## src/rtl/core/ctf1_pkg.sv

```systemverilog
package ctf1_pkg;

  localparam int LABEL_W = 8;
  localparam int TAG_W   = 2;
  localparam int TYPE_W  = 6;
  localparam int CNT_W   = 32;
  localparam int MASK_W  = 32;
  localparam int NCT_W   = 6;

  // Chunk type count after reset; it is also the other type code then.
  localparam logic [NCT_W-1:0] NCT_RESET = NCT_W'(1);

  typedef enum logic [1:0] {
    SCH_PLAIN = 2'd0,
    SCH_IOB   = 2'd1,
    SCH_IOE   = 2'd2,
    SCH_IOBES = 2'd3
  } scheme_t;

  typedef enum logic [1:0] {
    CFG_SCHEME  = 2'd0,
    CFG_NUM_TYP = 2'd1,
    CFG_EXCL    = 2'd2
  } cfg_idx_t;

  // A chunk that closes on this token; its begin position travels beside it.
  typedef struct packed {
    logic              valid;
    logic [TYPE_W-1:0] ctype;
  } chunk_close_t;

  function automatic logic is_begin(scheme_t sc, logic [TAG_W-1:0] t);
    logic r;
    r = 1'b0;
    case (sc)
      SCH_IOB, SCH_IOBES: r = (t == TAG_W'(0));
      default:            r = 1'b0;
    endcase
    return r;
  endfunction

  function automatic logic is_inside(scheme_t sc, logic [TAG_W-1:0] t);
    logic r;
    r = 1'b0;
    case (sc)
      SCH_IOB:   r = (t == TAG_W'(1));
      SCH_IOE:   r = (t == TAG_W'(0));
      SCH_IOBES: r = (t == TAG_W'(1));
      default:   r = 1'b0;
    endcase
    return r;
  endfunction

  function automatic logic is_end(scheme_t sc, logic [TAG_W-1:0] t);
    logic r;
    r = 1'b0;
    case (sc)
      SCH_IOE:   r = (t == TAG_W'(1));
      SCH_IOBES: r = (t == TAG_W'(2));
      default:   r = 1'b0;
    endcase
    return r;
  endfunction

  function automatic logic is_single(scheme_t sc, logic [TAG_W-1:0] t);
    return (sc == SCH_IOBES) && (t == TAG_W'(3));
  endfunction

  function automatic logic ends_chunk(scheme_t sc, logic [TAG_W-1:0] pt,
                                      logic [TYPE_W-1:0] pty, logic [TAG_W-1:0] t,
                                      logic [TYPE_W-1:0] ty, logic [TYPE_W-1:0] oth);
    logic r;
    r = 1'b0;
    if (pty == oth) begin
      r = 1'b0;
    end else if (ty == oth || ty != pty) begin
      r = 1'b1;
    end else if (is_begin(sc, pt) || is_inside(sc, pt)) begin
      r = is_begin(sc, t) || is_single(sc, t);
    end else begin
      r = is_end(sc, pt) || is_single(sc, pt);
    end
    return r;
  endfunction

  function automatic logic begins_chunk(scheme_t sc, logic [TAG_W-1:0] pt,
                                        logic [TYPE_W-1:0] pty, logic [TAG_W-1:0] t,
                                        logic [TYPE_W-1:0] ty, logic [TYPE_W-1:0] oth);
    logic r;
    r = 1'b0;
    if (pty == oth) begin
      r = (ty != oth);
    end else if (ty == oth) begin
      r = 1'b0;
    end else if (ty != pty) begin
      r = 1'b1;
    end else if (is_begin(sc, t) || is_single(sc, t)) begin
      r = 1'b1;
    end else if (is_inside(sc, t) || is_end(sc, t)) begin
      r = is_end(sc, pt) || is_single(sc, pt);
    end else begin
      r = 1'b0;
    end
    return r;
  endfunction

  // Types 32 and above have no mask bit and are always counted.
  function automatic logic is_excluded(logic [MASK_W-1:0] mask, logic [TYPE_W-1:0] ty);
    return !ty[TYPE_W-1] && mask[ty[4:0]];
  endfunction

endpackage

```

## src/rtl/core/ctf1_stream.sv

```systemverilog
module ctf1_stream #(
  parameter int POS_W = 16
) (
  input  logic                          clk,
  input  logic                          rst_n,
  input  logic                          adv,
  input  ctf1_pkg::scheme_t             scheme,
  input  logic [ctf1_pkg::TYPE_W-1:0]   oth,
  input  logic [ctf1_pkg::LABEL_W-1:0]  label,
  input  logic                          last,
  input  logic [POS_W-1:0]              pos,
  output ctf1_pkg::chunk_close_t        mid,
  output logic [POS_W-1:0]              mid_begin,
  output ctf1_pkg::chunk_close_t        fin,
  output logic [POS_W-1:0]              fin_begin,
  output logic                          err,
  output logic                          open
);

  logic                          open_r, open_nxt;
  logic [POS_W-1:0]              begin_r, begin_nxt;
  logic [ctf1_pkg::TAG_W-1:0]    tag_r, tag_nxt;
  logic [ctf1_pkg::TYPE_W-1:0]   ptype_r, ptype_nxt;

  logic [1:0]                    sh;
  logic [ctf1_pkg::LABEL_W-1:0]  lim;
  logic [ctf1_pkg::TAG_W-1:0]    tag;
  logic [ctf1_pkg::TYPE_W-1:0]   ctype;
  logic                          ends, begins, open1;
  logic [POS_W-1:0]              begin1;

  always_comb begin
    // Tags per type: plain 1, IOB and IOE 2, IOBES 4, so split by shift and mask.
    case (scheme)
      ctf1_pkg::SCH_PLAIN: sh = 2'd0;
      ctf1_pkg::SCH_IOBES: sh = 2'd2;
      default:             sh = 2'd1;
    endcase
    lim = {2'b00, oth} << sh;
    err = label > lim;
    if (err) begin
      tag   = '0;
      ctype = oth;
    end else begin
      tag   = label[ctf1_pkg::TAG_W-1:0] & ~({ctf1_pkg::TAG_W{1'b1}} << sh);
      ctype = ctf1_pkg::TYPE_W'(label >> sh);
    end

    ends   = ctf1_pkg::ends_chunk(scheme, tag_r, ptype_r, tag, ctype, oth);
    begins = ctf1_pkg::begins_chunk(scheme, tag_r, ptype_r, tag, ctype, oth);

    mid.valid = open_r && ends;
    mid.ctype = ptype_r;
    mid_begin = begin_r;

    open1  = (open_r && !ends) || begins;
    begin1 = begins ? pos : begin_r;

    // At the end of a sequence the open chunk is reported with this token's type.
    fin.valid = last && open1;
    fin.ctype = ctype;
    fin_begin = begin1;

    if (last) begin
      open_nxt  = 1'b0;
      begin_nxt = '0;
      tag_nxt   = '0;
      ptype_nxt = oth;
    end else begin
      open_nxt  = open1;
      begin_nxt = begin1;
      tag_nxt   = tag;
      ptype_nxt = ctype;
    end
  end

  assign open = open_r;

  always_ff @(posedge clk) begin
    if (!rst_n) begin
      open_r  <= 1'b0;
      begin_r <= '0;
      tag_r   <= '0;
      ptype_r <= ctf1_pkg::NCT_RESET;
    end else if (adv) begin
      open_r  <= open_nxt;
      begin_r <= begin_nxt;
      tag_r   <= tag_nxt;
      ptype_r <= ptype_nxt;
    end
  end

endmodule

```

## src/rtl/core/ctf1_count.sv

```systemverilog
module ctf1_count (
  input  logic                          clk,
  input  logic                          rst_n,
  input  logic                          adv,
  input  logic                          clr,
  input  logic [ctf1_pkg::MASK_W-1:0]   mask,
  input  ctf1_pkg::chunk_close_t        pm,
  input  ctf1_pkg::chunk_close_t        pf,
  input  ctf1_pkg::chunk_close_t        tm,
  input  ctf1_pkg::chunk_close_t        tf,
  input  logic                          mid_same_begin,
  input  logic                          fin_same_begin,
  output logic [ctf1_pkg::CNT_W-1:0]    true_cnt,
  output logic [ctf1_pkg::CNT_W-1:0]    pred_cnt,
  output logic [ctf1_pkg::CNT_W-1:0]    corr_cnt
);

  localparam int W = ctf1_pkg::CNT_W;

  logic [W-1:0] true_r, true_nxt, pred_r, pred_nxt, corr_r, corr_nxt;
  logic         t_mid, t_fin, p_mid, p_fin, c_mid, c_fin;

  function automatic logic [W-1:0] sat_add(logic [W-1:0] base, logic a, logic b);
    logic [W:0] s;
    s = {1'b0, base} + (W+1)'(a) + (W+1)'(b);
    return s[W] ? {W{1'b1}} : s[W-1:0];
  endfunction

  always_comb begin
    t_mid = tm.valid && !ctf1_pkg::is_excluded(mask, tm.ctype);
    t_fin = tf.valid && !ctf1_pkg::is_excluded(mask, tf.ctype);
    p_mid = pm.valid && !ctf1_pkg::is_excluded(mask, pm.ctype);
    p_fin = pf.valid && !ctf1_pkg::is_excluded(mask, pf.ctype);
    c_mid = p_mid && tm.valid && mid_same_begin && (pm.ctype == tm.ctype);
    c_fin = p_fin && tf.valid && fin_same_begin && (pf.ctype == tf.ctype);
    // A clear request zeroes the counts before this token's chunks are added.
    true_nxt = sat_add(clr ? '0 : true_r, t_mid, t_fin);
    pred_nxt = sat_add(clr ? '0 : pred_r, p_mid, p_fin);
    corr_nxt = sat_add(clr ? '0 : corr_r, c_mid, c_fin);
  end

  always_ff @(posedge clk) begin
    if (!rst_n) begin
      true_r <= '0;
      pred_r <= '0;
      corr_r <= '0;
    end else if (adv) begin
      true_r <= true_nxt;
      pred_r <= pred_nxt;
      corr_r <= corr_nxt;
    end
  end

  assign true_cnt = true_r;
  assign pred_cnt = pred_r;
  assign corr_cnt = corr_r;

endmodule

```

## src/rtl/core/chunk_tag_f1_counter.sv

```systemverilog
// Pipeline: a request is captured in the input register at its accepting edge, and its
// result is loaded into the count registers, which form the result register, when it
// advances (it waits while a result is untaken); out_tvalid rises with that load.
// Throughput: one request per cycle unless the output stalls; the per-token decode and
// count update is a single pass of compares and a saturating add between those
// registers. Reset (rst_n low at a clock edge) clears both pipeline stages, the chunk
// tracking state, the position and the counts, and loads the register defaults.
module chunk_tag_f1_counter #(
  parameter int              MAX_CHUNK_TYPES = 32,
  parameter longint unsigned MAX_SEQ_LEN     = 65536
) (
  input  logic         clk,
  input  logic         rst_n,
  input  logic         in_tvalid,
  output logic         in_tready,
  input  logic [15:0]  in_tdata,   // [7:0] predicted_label, [15:8] true_label
  input  logic         in_tlast,
  input  logic         in_tuser,   // [0] clear_counts
  output logic         out_tvalid,
  input  logic         out_tready,
  // [31:0] true_chunk_count, [63:32] predicted_chunk_count, [95:64] correct_chunk_count
  output logic [95:0]  out_tdata,
  output logic         out_tuser,  // [0] label_error
  input  logic         cfg_we,
  input  logic [1:0]   cfg_idx,
  input  logic [31:0]  cfg_wdata
);

  localparam int POS_W = $clog2(MAX_SEQ_LEN);
  localparam int LW    = ctf1_pkg::LABEL_W;

  ctf1_pkg::scheme_t              scheme_r;
  logic [ctf1_pkg::NCT_W-1:0]     nct_r;
  logic [ctf1_pkg::MASK_W-1:0]    mask_r;
  logic [ctf1_pkg::TYPE_W-1:0]    oth;

  logic            s1_v_r, s1_last_r, s1_clr_r;
  logic [LW-1:0]   s1_pred_r, s1_true_r;
  logic            out_valid_r, out_valid_nxt, err_r;
  logic            adv;
  logic [POS_W-1:0] pos_r, pos_nxt;

  ctf1_pkg::chunk_close_t pm, pf, tm, tf;
  logic [POS_W-1:0] pm_b, pf_b, tm_b, tf_b;
  logic             p_err, t_err, p_open, t_open;
  logic [ctf1_pkg::CNT_W-1:0] true_cnt, pred_cnt, corr_cnt;

  always_ff @(posedge clk) begin
    if (!rst_n) begin
      scheme_r <= ctf1_pkg::SCH_IOE;
      nct_r    <= ctf1_pkg::NCT_RESET;
      mask_r   <= '0;
    end else if (cfg_we) begin
      unique case (cfg_idx)
        ctf1_pkg::CFG_SCHEME:  scheme_r <= ctf1_pkg::scheme_t'(cfg_wdata[1:0]);
        ctf1_pkg::CFG_NUM_TYP: nct_r    <= cfg_wdata[ctf1_pkg::NCT_W-1:0];
        ctf1_pkg::CFG_EXCL:    mask_r   <= cfg_wdata;
        default: ;
      endcase
    end
  end

  assign oth = (nct_r > ctf1_pkg::NCT_W'(MAX_CHUNK_TYPES))
             ? ctf1_pkg::TYPE_W'(MAX_CHUNK_TYPES) : nct_r;

  // The counts are held while a result waits, since the next token only
  // advances once the output register is free.
  assign adv       = s1_v_r && (!out_valid_r || out_tready);
  assign in_tready = !s1_v_r || adv;
  assign out_valid_nxt = adv ? 1'b1 : (out_valid_r && !out_tready);

  always_comb begin
    if (s1_last_r || pos_r == POS_W'(MAX_SEQ_LEN - 1)) begin
      pos_nxt = '0;
    end else begin
      pos_nxt = pos_r + POS_W'(1);
    end
  end

  always_ff @(posedge clk) begin
    if (!rst_n) begin
      s1_v_r      <= 1'b0;
      out_valid_r <= 1'b0;
      pos_r       <= '0;
      err_r       <= 1'b0;
    end else begin
      s1_v_r      <= (in_tvalid && in_tready) || (s1_v_r && !adv);
      out_valid_r <= out_valid_nxt;
      if (adv) begin
        pos_r <= pos_nxt;
        err_r <= p_err || t_err;
      end
    end
  end

  always_ff @(posedge clk) begin
    if (in_tvalid && in_tready) begin
      s1_pred_r <= in_tdata[LW-1:0];
      s1_true_r <= in_tdata[2*LW-1:LW];
      s1_last_r <= in_tlast;
      s1_clr_r  <= in_tuser;
    end
  end

  ctf1_stream #(.POS_W(POS_W)) u_pred (
    .clk, .rst_n, .adv,
    .scheme(scheme_r), .oth, .label(s1_pred_r), .last(s1_last_r), .pos(pos_r),
    .mid(pm), .mid_begin(pm_b), .fin(pf), .fin_begin(pf_b),
    .err(p_err), .open(p_open)
  );

  ctf1_stream #(.POS_W(POS_W)) u_true (
    .clk, .rst_n, .adv,
    .scheme(scheme_r), .oth, .label(s1_true_r), .last(s1_last_r), .pos(pos_r),
    .mid(tm), .mid_begin(tm_b), .fin(tf), .fin_begin(tf_b),
    .err(t_err), .open(t_open)
  );

  ctf1_count u_count (
    .clk, .rst_n, .adv,
    .clr(s1_clr_r), .mask(mask_r),
    .pm, .pf, .tm, .tf,
    .mid_same_begin(pm_b == tm_b), .fin_same_begin(pf_b == tf_b),
    .true_cnt, .pred_cnt, .corr_cnt
  );

  assign out_tvalid = out_valid_r;
  assign out_tdata  = {corr_cnt, pred_cnt, true_cnt};
  assign out_tuser  = err_r;

  a_corr_bounded: assert property (@(posedge clk) disable iff (!rst_n)
    (corr_cnt <= true_cnt) && (corr_cnt <= pred_cnt))
    else $error("correct count exceeds a chunk count");

  a_last_closes: assert property (@(posedge clk) disable iff (!rst_n)
    adv && s1_last_r |=> !p_open && !t_open && (pos_r == '0))
    else $error("chunks still open or position not restarted after last token");

  a_no_overrun: assert property (@(posedge clk) disable iff (!rst_n)
    out_valid_r && !out_tready |-> !adv)
    else $error("token advanced while a result was still waiting");

endmodule
```

## config.mk

```make
export PLATFORM = sky130hd
export DESIGN_NAME = chunk_tag_f1_counter
export DESIGN_NICKNAME = d
export VERILOG_FILES = /design/src/rtl/core/ctf1_pkg.sv /design/src/rtl/core/ctf1_stream.sv /design/src/rtl/core/ctf1_count.sv /design/src/rtl/core/chunk_tag_f1_counter.sv
export SDC_FILE = /design/constraint.sdc
export NUM_CORES = 1
export LEC_CHECK = 0
export BUFFER_PORTS_ARGS = -buffer_cell sky130_fd_sc_hd__buf_4
export CORE_MARGIN = 5
export CORE_UTILIZATION = 55
export CTS_CLUSTER_SIZE = 8
export DETAILED_ROUTE_END_ITERATION = 7
export GPL_TIMING_DRIVEN = 1
export PLACE_DENSITY = 0.75
export SYNTH_ARGS = -nofsm -noshare
export SYNTH_HDL_FRONTEND = slang
export SYNTH_SLANG_ARGS = --single-unit
```

## constraint.sdc

```tcl
create_clock -name clk -period 13.3 [get_ports clk]
set_input_delay 1.995 -clock clk [delete_from_list [all_inputs] [get_ports clk]]
set_output_delay 1.995 -clock clk [all_outputs]
set_load 0.02 [all_outputs]
```

==> results of run 1 <==
[per-stage QoR]
| step | setup slack [ns] | area (um2) | util, % | cells | total power, mW |
|---|---|---|---|---|---|
| 5_1_grt | 2.04 | 16700 | 64.1 | 2182 | 1.95 |
| 3_3_place_gp | 3.35 | 15800 | 60.5 | 2138 | 1.09 |
| 3_5_place_dp | 3.00 | 15800 | 60.5 | 2138 | 1.10 |
| 6_report | 2.78 | 16700 | 64.1 | 2182 | 1.87 |
| 2_1_floorplan | 4.86 | 14600 | - | 1770 | 1.00 |
| 4_1_cts | 2.95 | 16700 | 64.1 | 2182 | 1.88 |
[how the worst min path moves through the flow]
stage / depth (start not counted) / endpoint / slack (ns)
2_1_floorplan: 2 / u_pred.tag_r[0] / 0.45
3_3_place_gp: 2 / u_pred.tag_r[0] / 0.47
3_5_place_dp: 2 / u_pred.tag_r[0] / 0.49
4_1_cts: 2 / u_count.pred_cnt[23] / 0.50
5_1_grt: 2 / u_count.true_cnt[5] / 0.53
6_report: 2 / u_count.pred_cnt[23] / 0.50
[registers in the layout, indices dropped and copies added, names as in the netlist, 2 cells and up]
register,cells
s1_pred_r,8
u_pred.tag_r,2
u_true.ptype_r,6
mask_r,32
u_true.mid_begin,16
pos_r,16
u_count.true_cnt,32
u_count.corr_cnt,32
u_pred.mid_begin,16
s1_true_r,8
scheme_r,2
u_true.tag_r,2
u_pred.ptype_r,6
nct_r,6
u_count.pred_cnt,32
[cells in the final DEF, fill, tap and decap left out, types with 17 or more instances in the layout]
cell       instances
inv_1             33
dfxtp_1          205
nand3_1           57
a21oi_1          118
ha_1              23
o221a_2           35
xor2_1            32
mux2i_1           40
mux2_2            17
nand2_1          189
edfxtp_1          18
a21boi_0          69
nor2b_1           69
nand2b_1          18
mux4_2            32
clkbuf_16         35
nor2_1           132
nor3_1            44
a31oi_1           35
xnor2_1           39
a22oi_1           46
and3_1            27
o21ai_0          129
buf_4            177
[tightest hold or removal path: cells and delay by family, from the launching register on]
family / cells / cell delay, ns
buf+inv: 1 / 0.07
flops: 1 / 0.32
compound gates: 1 / 0.06
[area by class of cell]
type	count	share of cell area [%]
Timing Repair Buffer	177	7.96
Clock inverter	4	0.255
Sequential cell	223	27.8
Multi-Input combinational cell	1369	55.3
Tap cell	335	2.51
Inverter	34	0.765
Clock buffer	40	5.36
[cell usage after synthesis (12+ instances only)]
library cell	number	area, um2
xor2_1	32	280
xnor2_1	39	342
o211ai_1	14	105
o211a_1	15	150
nor2b_1	70	438
ha_1	23	288
nand4_1	15	93.8
mux4_2	32	721
edfxtp_1	18	541
dfxtp_1	205	4100
a21oi_1	118	591
nand2b_1	19	119
inv_1	33	124
nand2_1	189	709
a21boi_0	69	518
nand3_1	57	285
nor4_1	12	75.1
and2_1	12	75.1
a31oi_1	35	219
o221a_2	35	394
o21ai_0	129	646
mux2i_1	40	400
clkbuf_1	120	450
nor3_1	45	225
a22oi_1	46	345
and3_1	27	169
mux2_2	17	191
nor2_1	132	495
[logic make-up after synthesis]
logic type      after synthesis  synth area share, %
simple gates                625                 21.2
compound gates              553                 25.9
flops                       223                 31.9
buf+inv                     178                 4.81
mux                          94                 9.59
xor+xnor                     71                 4.27
fa+ha+maj                    26                 2.39
[routing by layer]
layer / wire length [um] / share of wire, % / up-vias
met2: 19100 / 45 / 592
met1: 18400 / 44 / 6626
met3: 3240 / 7.7 / 102
met4: 1330 / 3.2 / 0
met5: 0 / 0 / -
li1: - / - / 6640
[power by group]
part / total (mW) / internal (mW) / switching [mW]
Sequential: 0.738 / 0.702 / 0.0359
Clock: 0.776 / 0.472 / 0.304
Combinational: 0.360 / 0.150 / 0.210
Total: 1.87 / 1.32 / 0.550
==> impl_metrics.py, run 1 <==
metrics = {
    "finish": {
        "layout-drive-gt1-share_pct": 17.4,
        "multi_input_area_mm2": 0.00924,
        "syn_to_final_growth_pct": 14.6,
        "n_fill_cell": 2205,
        "antenna_cells": 0,
        "fin_nets": 1922,
        "regArea_mm2": 0.00464,
    },
    "sta": {
        "relSlewSlack_pct": 7.58,
        "fin_crit_sh_pct": 79.1,
        "fin_setup_tns_ns": 0,
        "fin_crit_ns": 10.52,
        "rsz0062_at_grt": "false",
        "fin_worst_skew_ns": 0.0209,
        "fmax_mhz": 95.0,
        "hold_viol": 0,
        "tightest_slew_ns": 1.35,
        "hold_ws_ns": 0.503,
        "slew_violations": 0,
        "setup_viol": 0,
    },
    "global_route": {
        "grt.busiest_layer": "met2",
        "grt_pass1_vias": 13100,
        "grt_pass1_wl_um": 68200,
        "grt-ovfl-total": 0,
        "met3_usage_pct": 4.48,
        "antenna_found_initial": 0,
        "use_met2_pct": 41.4,
        "track_usage_pct": 26.6,
        "grt_max_degree": 84,
        "globalRouteMet1Util_pct": 37.2,
    },
    "route": {
        "drt_iter0_drc": 1503,
        "drc": 0,
        "drt-total-wl_um": 42000,
        "firstDrtPassIters": 5,
        "route.detailed.wl_per_inst_um": 19.3,
        "viasPerCell": 6.40,
        "postRouteAntennaNets": 0,
        "via_count": 14000,
    },
    "clock_tree": {
        "root_buffer": "clkbuf_16",
        "cts_max_level": 2,
        "cts_tree": "yes",
        "clkTransAtPathRegs_ns": 0.05,
        "clock_latency_ns": 0.51,
        "tritoncts.num_buffers": 34,
        "cts_sinks": 223,
        "clk_path_buf_depth": 3,
        "hold_buffers": 0,
        "cts_setup_buffers": 0,
        "postCtsResizedCells": 0,
    },
    "die": {
        "core_area_mm2": 0.0261,
        "dieHeight_um": 173,
        "io_pins": 156,
        "dieArea_mm2": 0.0298,
        "rows": 59,
        "dieWidth_um": 173,
        "start_util_pct": 55.9,
    },
    "flow_run": {
        "drv_cap": 0,
    },
    "critical_path": {
        "r2r-start": "scheme_r[0]",
        "rrSetupSlack_ns": 2.78,
        "worst_ep_arrival_time_ns": 10.95,
        "cp.depth": 32,
        "crit_path_max_fanout": 27,
        "reg2reg_depth": 32,
        "setup.worst_path.start": "scheme_r[0]",
        "cp_data_required_time_ns": 13.73,
        "r2r_end": "u_count.corr_cnt[3]",
        "cpMaxStageDelayCell": "ha_1",
        "critPathBufInv": 3,
        "endpoint_kind": "flip-flop",
        "start_kind": "flip-flop",
        "endpoint": "u_count.corr_cnt[3]",
        "max_stage_delay_ns": 0.97,
        "crit_type": "flip-flop to flip-flop",
        "cpLargestDelayFamily": "simple AND/OR/NAND/NOR gates",
        "path_common_cell": "nor2_1",
    },
    "power_and_ir_drop": {
        "cellLeakagePower_nw": 6.40,
        "powerDensity_mw_per_mm2": 112,
        "peakVddDrop_v": 0.0000967,
    },
    "placement": {
        "portBuffers": 155,
        "place_congestion": 0.962,
        "hpwl_um": 28200,
    },
    "yosys": {
        "synth_cell_types": 86,
        "syn_avg_cell_area_um2": 8.23,
        "async_reset_ff_share_pct": 0,
        "netlist_instances": 1770,
        "synth_nets": 1853,
        "synth_edf_count": 18,
        "syn_area_mm2": 0.0146,
        "synthFlopType": "dfxtp_1",
        "ys_seq_area_share_pct": 31.9,
        "synth-seq-cells": 223,
        "synth_warnings": 0,
    },
    "min_path": {
        "hp-start": "u_count.pred_cnt[23]",
        "min_path_type": "flip-flop to flip-flop",
    },
    "status": {
        "status": "complete, no violations",
    },
}
No activity file was read; power rests on OpenSTA's default activity.
==> inputs of run 2 (changes only) <==
==> constraint.sdc (replaced) <==
create_clock -name clk -period 10.9 [get_ports clk]
set_input_delay 1.635 -clock clk [delete_from_list [all_inputs] [get_ports clk]]
set_output_delay 1.635 -clock clk [all_outputs]
set_load 0.02 [all_outputs]
==> impl_metrics.py, run 2 (synthesis results as in run 1) <==
metrics = {
    "finish": {
        "layout-drive-gt1-share_pct": 17.2,
        "syn_to_final_growth_pct": 13.8,
        "fin_area_mm2": 0.0166,
        "antenna_cells": 0,
        "fin_util_pct": 63.6,
        "layout_commonest_cell": "dfxtp_1",
        "n_fill_cell": 2256,
        "regArea_mm2": 0.00464,
        "multi_input_area_mm2": 0.00924,
        "fin_nets": 1920,
        "final_cell_mix": "205 x dfxtp_1, 189 x nand2_1, 178 x buf_4",
    },
    "clock_tree": {
        "postCtsResizedCells": 0,
        "root_buffer": "clkbuf_16",
        "tritoncts.num_buffers": 31,
        "hold_buffers": 0,
        "cts_max_level": 1,
        "clk_path_buf_depth": 3,
        "cts_tree": "yes",
        "clkTransAtPathRegs_ns": 0.05,
        "cts_sinks": 223,
        "clock_latency_ns": 0.57,
        "cts_setup_buffers": 0,
    },
    "critical_path": {
        "max_stage_delay_ns": 0.97,
        "cpLargestDelayFamily": "simple AND/OR/NAND/NOR gates",
        "critPathBufInv": 5,
        "crit_type": "flip-flop to flip-flop",
        "worst_ep_arrival_time_ns": 10.50,
        "start_kind": "flip-flop",
        "cpMaxStageDelayCell": "ha_1",
        "cp_data_required_time_ns": 11.40,
        "crit_path_max_fanout": 27,
        "endpoint_kind": "flip-flop",
    },
    "power_and_ir_drop": {
        "powerDensity_mw_per_mm2": 132,
        "power_mw": 2.19,
        "cellLeakagePower_nw": 6.34,
        "peakVddDrop_v": 0.000126,
    },
    "sta": {
        "fin_worst_skew_ns": 0.0107,
        "hold_ws_ns": 0.488,
        "tightest_slew_ns": 1.25,
        "setup_viol": 0,
        "fin_setup_tns_ns": 0,
        "rsz0062_at_grt": "false",
        "slew_violations": 0,
        "hold_viol": 0,
        "relSlewSlack_pct": 16.4,
        "fmax_mhz": 100,
        "fin_crit_ns": 10.00,
        "fin_crit_sh_pct": 91.8,
    },
    "placement": {
        "portBuffers": 155,
        "hpwl_um": 28100,
        "place_area_mm2": 0.0158,
        "place_congestion": 0.968,
    },
    "die": {
        "core_area_mm2": 0.0261,
        "io_pins": 156,
        "rows": 59,
        "dieWidth_um": 173,
        "dieHeight_um": 173,
        "start_util_pct": 55.9,
        "dieArea_mm2": 0.0298,
    },
    "min_path": {
        "min_path_type": "flip-flop to flip-flop",
    },
    "route": {
        "postRouteAntennaNets": 0,
        "firstDrtPassIters": 6,
        "via_count": 14000,
        "drt-total-wl_um": 41700,
        "route.detailed.wl_per_inst_um": 19.2,
        "drt_iter0_drc": 1390,
        "drc": 0,
        "viasPerCell": 6.42,
    },
    "status": {
        "status": "complete, no violations",
    },
    "global_route": {
        "grt_pass1_wl_um": 68700,
        "grt_pass1_vias": 13200,
        "antenna_found_initial": 0,
        "track_usage_pct": 26.6,
        "grt_max_degree": 113,
        "grt-ovfl-total": 0,
    },
    "flow_run": {
        "drv_cap": 0,
    },
}
run 2: cell count changes in the layout (fill, tap and decap cells not counted), sizes merged:
cell    change
clkbuf      -4
inv         -1
buf         +1
clkinv      -2
run 2: worst paths after layout:
| check | startpoint | end | slack (ns) | cells past startpoint |
|---|---|---|---|---|
| setup / recovery | scheme_r[0] | u_count.corr_cnt[5] | 0.90 | 34 |
| hold reg to reg | u_pred.tag_r[0] | u_pred.tag_r[0] | 0.49 | 2 |
| hold / removal | u_pred.tag_r[0] | u_pred.tag_r[0] | 0.49 | 2 |
| setup reg to reg | scheme_r[0] | u_count.corr_cnt[5] | 0.90 | 34 |
run 2: worst min-delay path: cells and delay by family, from the launching register on:
kind	cells	cell delay, ns
simple gates	1	0.05
flops	1	0.32
compound gates	1	0.06
run 2: where the power goes:
group / switching [mW] / total (mW) / internal [mW]
clock network: 0.352 / 0.855 / 0.503
registers: 0.0441 / 0.900 / 0.856
logic: 0.255 / 0.438 / 0.183
run 2: final cells by class:
cell class | count | area share (%)
tap | 335 | 2.53
inverter | 34 | 0.770
clock buffer | 36 | 4.79
multi-input combinational | 1369 | 55.7
clock inverter | 1 | 0.121
timing repair buffer | 178 | 8.06
sequential | 223 | 28.0
run 2: layer usage:
metal	GRT usage, %	vias to the layer above	wire (um)
li1	-	6614	-
met1	38.1	6698	18100
met2	41.8	561	18900
met3	4.08	97	3250
met4	8.22	0	1360
met5	0	-	0
run 2: per-stage QoR:
stage / setup slack (ns) / cells
2_1_floorplan: 2.46 / 1770
3_3_place_gp: 1.20 / 2139
3_5_place_dp: 0.845 / 2139
4_1_cts: 0.752 / 2176
5_1_grt: 0.0900 / 2176
6_report: 0.897 / 2176
==> inputs of run 3 (changes only) <==
--- a/config.mk
+++ b/config.mk
@@ -5,13 +5,13 @@
 export SDC_FILE = /design/constraint.sdc
 export NUM_CORES = 1
 export LEC_CHECK = 0
-export BUFFER_PORTS_ARGS = -buffer_cell sky130_fd_sc_hd__buf_4
 export CORE_MARGIN = 5
 export CORE_UTILIZATION = 55
 export CTS_CLUSTER_SIZE = 8
 export DETAILED_ROUTE_END_ITERATION = 7
+export DONT_BUFFER_PORTS = 1
 export GPL_TIMING_DRIVEN = 1
-export PLACE_DENSITY = 0.75
+export PLACE_DENSITY = 0.7
 export SYNTH_ARGS = -nofsm -noshare
 export SYNTH_HDL_FRONTEND = slang
 export SYNTH_SLANG_ARGS = --single-unit
==> impl_metrics.py, run 3 (synthesis results as in run 1) <==
metrics = {
    "critical_path": {
        "worst_ep_arrival_time_ns": 10.43,
        "crit_path_max_fanout": 27,
        "crit_type": "flip-flop to flip-flop",
        "path_common_cell": "ha_1",
        "endpoint_kind": "flip-flop",
        "start_kind": "flip-flop",
        "cpMaxStageDelayCell": "and2_1",
        "max_stage_delay_ns": 0.78,
        "cp_data_required_time_ns": 11.37,
    },
    "sta": {
        "rsz0062_at_grt": "false",
        "tightest_slew_ns": 1.16,
        "fmax_mhz": 100,
        "fin_crit_ns": 9.96,
        "fin_crit_sh_pct": 91.4,
        "setup_viol": 0,
        "slew_violations": 0,
        "hold_viol": 0,
        "relSlewSlack_pct": 22.4,
        "fin_worst_skew_ns": 0.0140,
        "fin_setup_tns_ns": 0,
        "hold_ws_ns": 0.478,
    },
    "status": {
        "status": "complete, no violations",
    },
    "global_route": {
        "track_usage_pct": 25.5,
        "antenna_found_initial": 1,
        "grt_pass1_wl_um": 65800,
        "grt-ovfl-total": 0,
        "grt_pass1_vias": 12300,
        "grt_max_degree": 192,
    },
    "clock_tree": {
        "postCtsResizedCells": 0,
        "clkTransAtPathRegs_ns": 0.05,
        "cts_sinks": 223,
        "hold_buffers": 0,
        "cts_max_level": 1,
        "tritoncts.num_buffers": 31,
        "clk_path_buf_depth": 3,
        "cts_setup_buffers": 0,
        "cts_tree": "yes",
        "clock_latency_ns": 0.57,
        "root_buffer": "clkbuf_16",
    },
    "finish": {
        "layout_commonest_cell": "dfxtp_1",
        "layout-drive-gt1-share_pct": 9.60,
        "fin_util_pct": 59.2,
        "antenna_cells": 0,
        "syn_to_final_growth_pct": 5.94,
        "final_cells": 2023,
        "final_cell_mix": "205 x dfxtp_1, 189 x nand2_1, 132 x nor2_1",
        "fin_nets": 1766,
        "fin_area_mm2": 0.0154,
    },
    "route": {
        "firstDrtPassIters": 6,
        "route.detailed.wl_per_inst_um": 19.8,
        "postRouteAntennaNets": 0,
        "drt_iter0_drc": 1280,
        "drt-total-wl_um": 40100,
        "drc": 0,
        "via_count": 13200,
        "viasPerCell": 6.55,
    },
    "die": {
        "dieWidth_um": 173,
        "dieHeight_um": 173,
        "io_pins": 156,
        "rows": 59,
        "start_util_pct": 55.9,
        "core_area_mm2": 0.0261,
        "dieArea_mm2": 0.0298,
    },
    "placement": {
        "dp.cells": 1985,
        "portBuffers": 0,
        "place_congestion": 0.919,
        "hpwl_um": 26800,
        "place_area_mm2": 0.0146,
    },
    "power_and_ir_drop": {
        "powerDensity_mw_per_mm2": 139,
        "cellLeakagePower_nw": 5.55,
        "peakVddDrop_v": 0.000135,
    },
    "flow_run": {
        "drv_cap": 0,
    },
    "min_path": {
        "min_path_type": "flip-flop to flip-flop",
    },
}
[run 3: final cells by class]
cell class / instances / area [um2]
repair buffers: 24 / 180
fillers: 2321 / 10600
well taps: 335 / 419
flip-flops and latches: 223 / 4640
multi-input cells: 1369 / 9240
clock inverters: 1 / 20.0
clock buffers: 37 / 798
inverters: 34 / 128
[run 3: path summary, 6_finish.rpt]
| check | startpoint | end | slack, ns | cells after the start |
|---|---|---|---|---|
| worst max-delay path | scheme_r[0] | u_count.corr_cnt[23] | 0.94 | 30 |
| worst min-delay path | u_pred.tag_r[0] | u_pred.tag_r[0] | 0.48 | 2 |
| worst max register to register | scheme_r[0] | u_count.corr_cnt[23] | 0.94 | 30 |
| worst min register to register | u_pred.tag_r[0] | u_pred.tag_r[0] | 0.48 | 2 |
[run 3: critical path, delay by kind of cell, from the launching register on]
kind | cells | cell delay [ns]
muxes | 2 | 1.01
adders and majority gates | 4 | 1.49
AOI/OAI and AO/OA | 7 | 2.12
DFF | 1 | 0.38
and+or+nand+nor | 13 | 3.88
buffers and inverters | 3 | 0.74
xor gates and xnor gates | 1 | 0.21
[run 3: through the flow]
| step | power [mW] | worst slack, ns |
|---|---|---|
| floorplan | 1.22 | 2.46 |
| global placement | 1.29 | 1.41 |
| detailed placement | 1.30 | 1.10 |
| CTS | 2.16 | 1.03 |
| global route | 2.24 | 0.212 |
| finish | 2.15 | 0.942 |
[run 3: layer usage]
metal	share of wire (%)	GRT usage, %	wire length, um
met3	8.6	6.62	3450
met2	43	37.9	17300
met4	2.9	7.50	1170
met5	0.017	0	7
met1	45	36.5	18200
[run 3: report_power, final]
group / leakage [nW] / internal, mW / switching (mW)
Combinational: 3.31 / 0.153 / 0.217
Sequential: 1.84 / 0.856 / 0.0649
Clock: 0.399 / 0.504 / 0.352
Total: 5.55 / 1.51 / 0.634
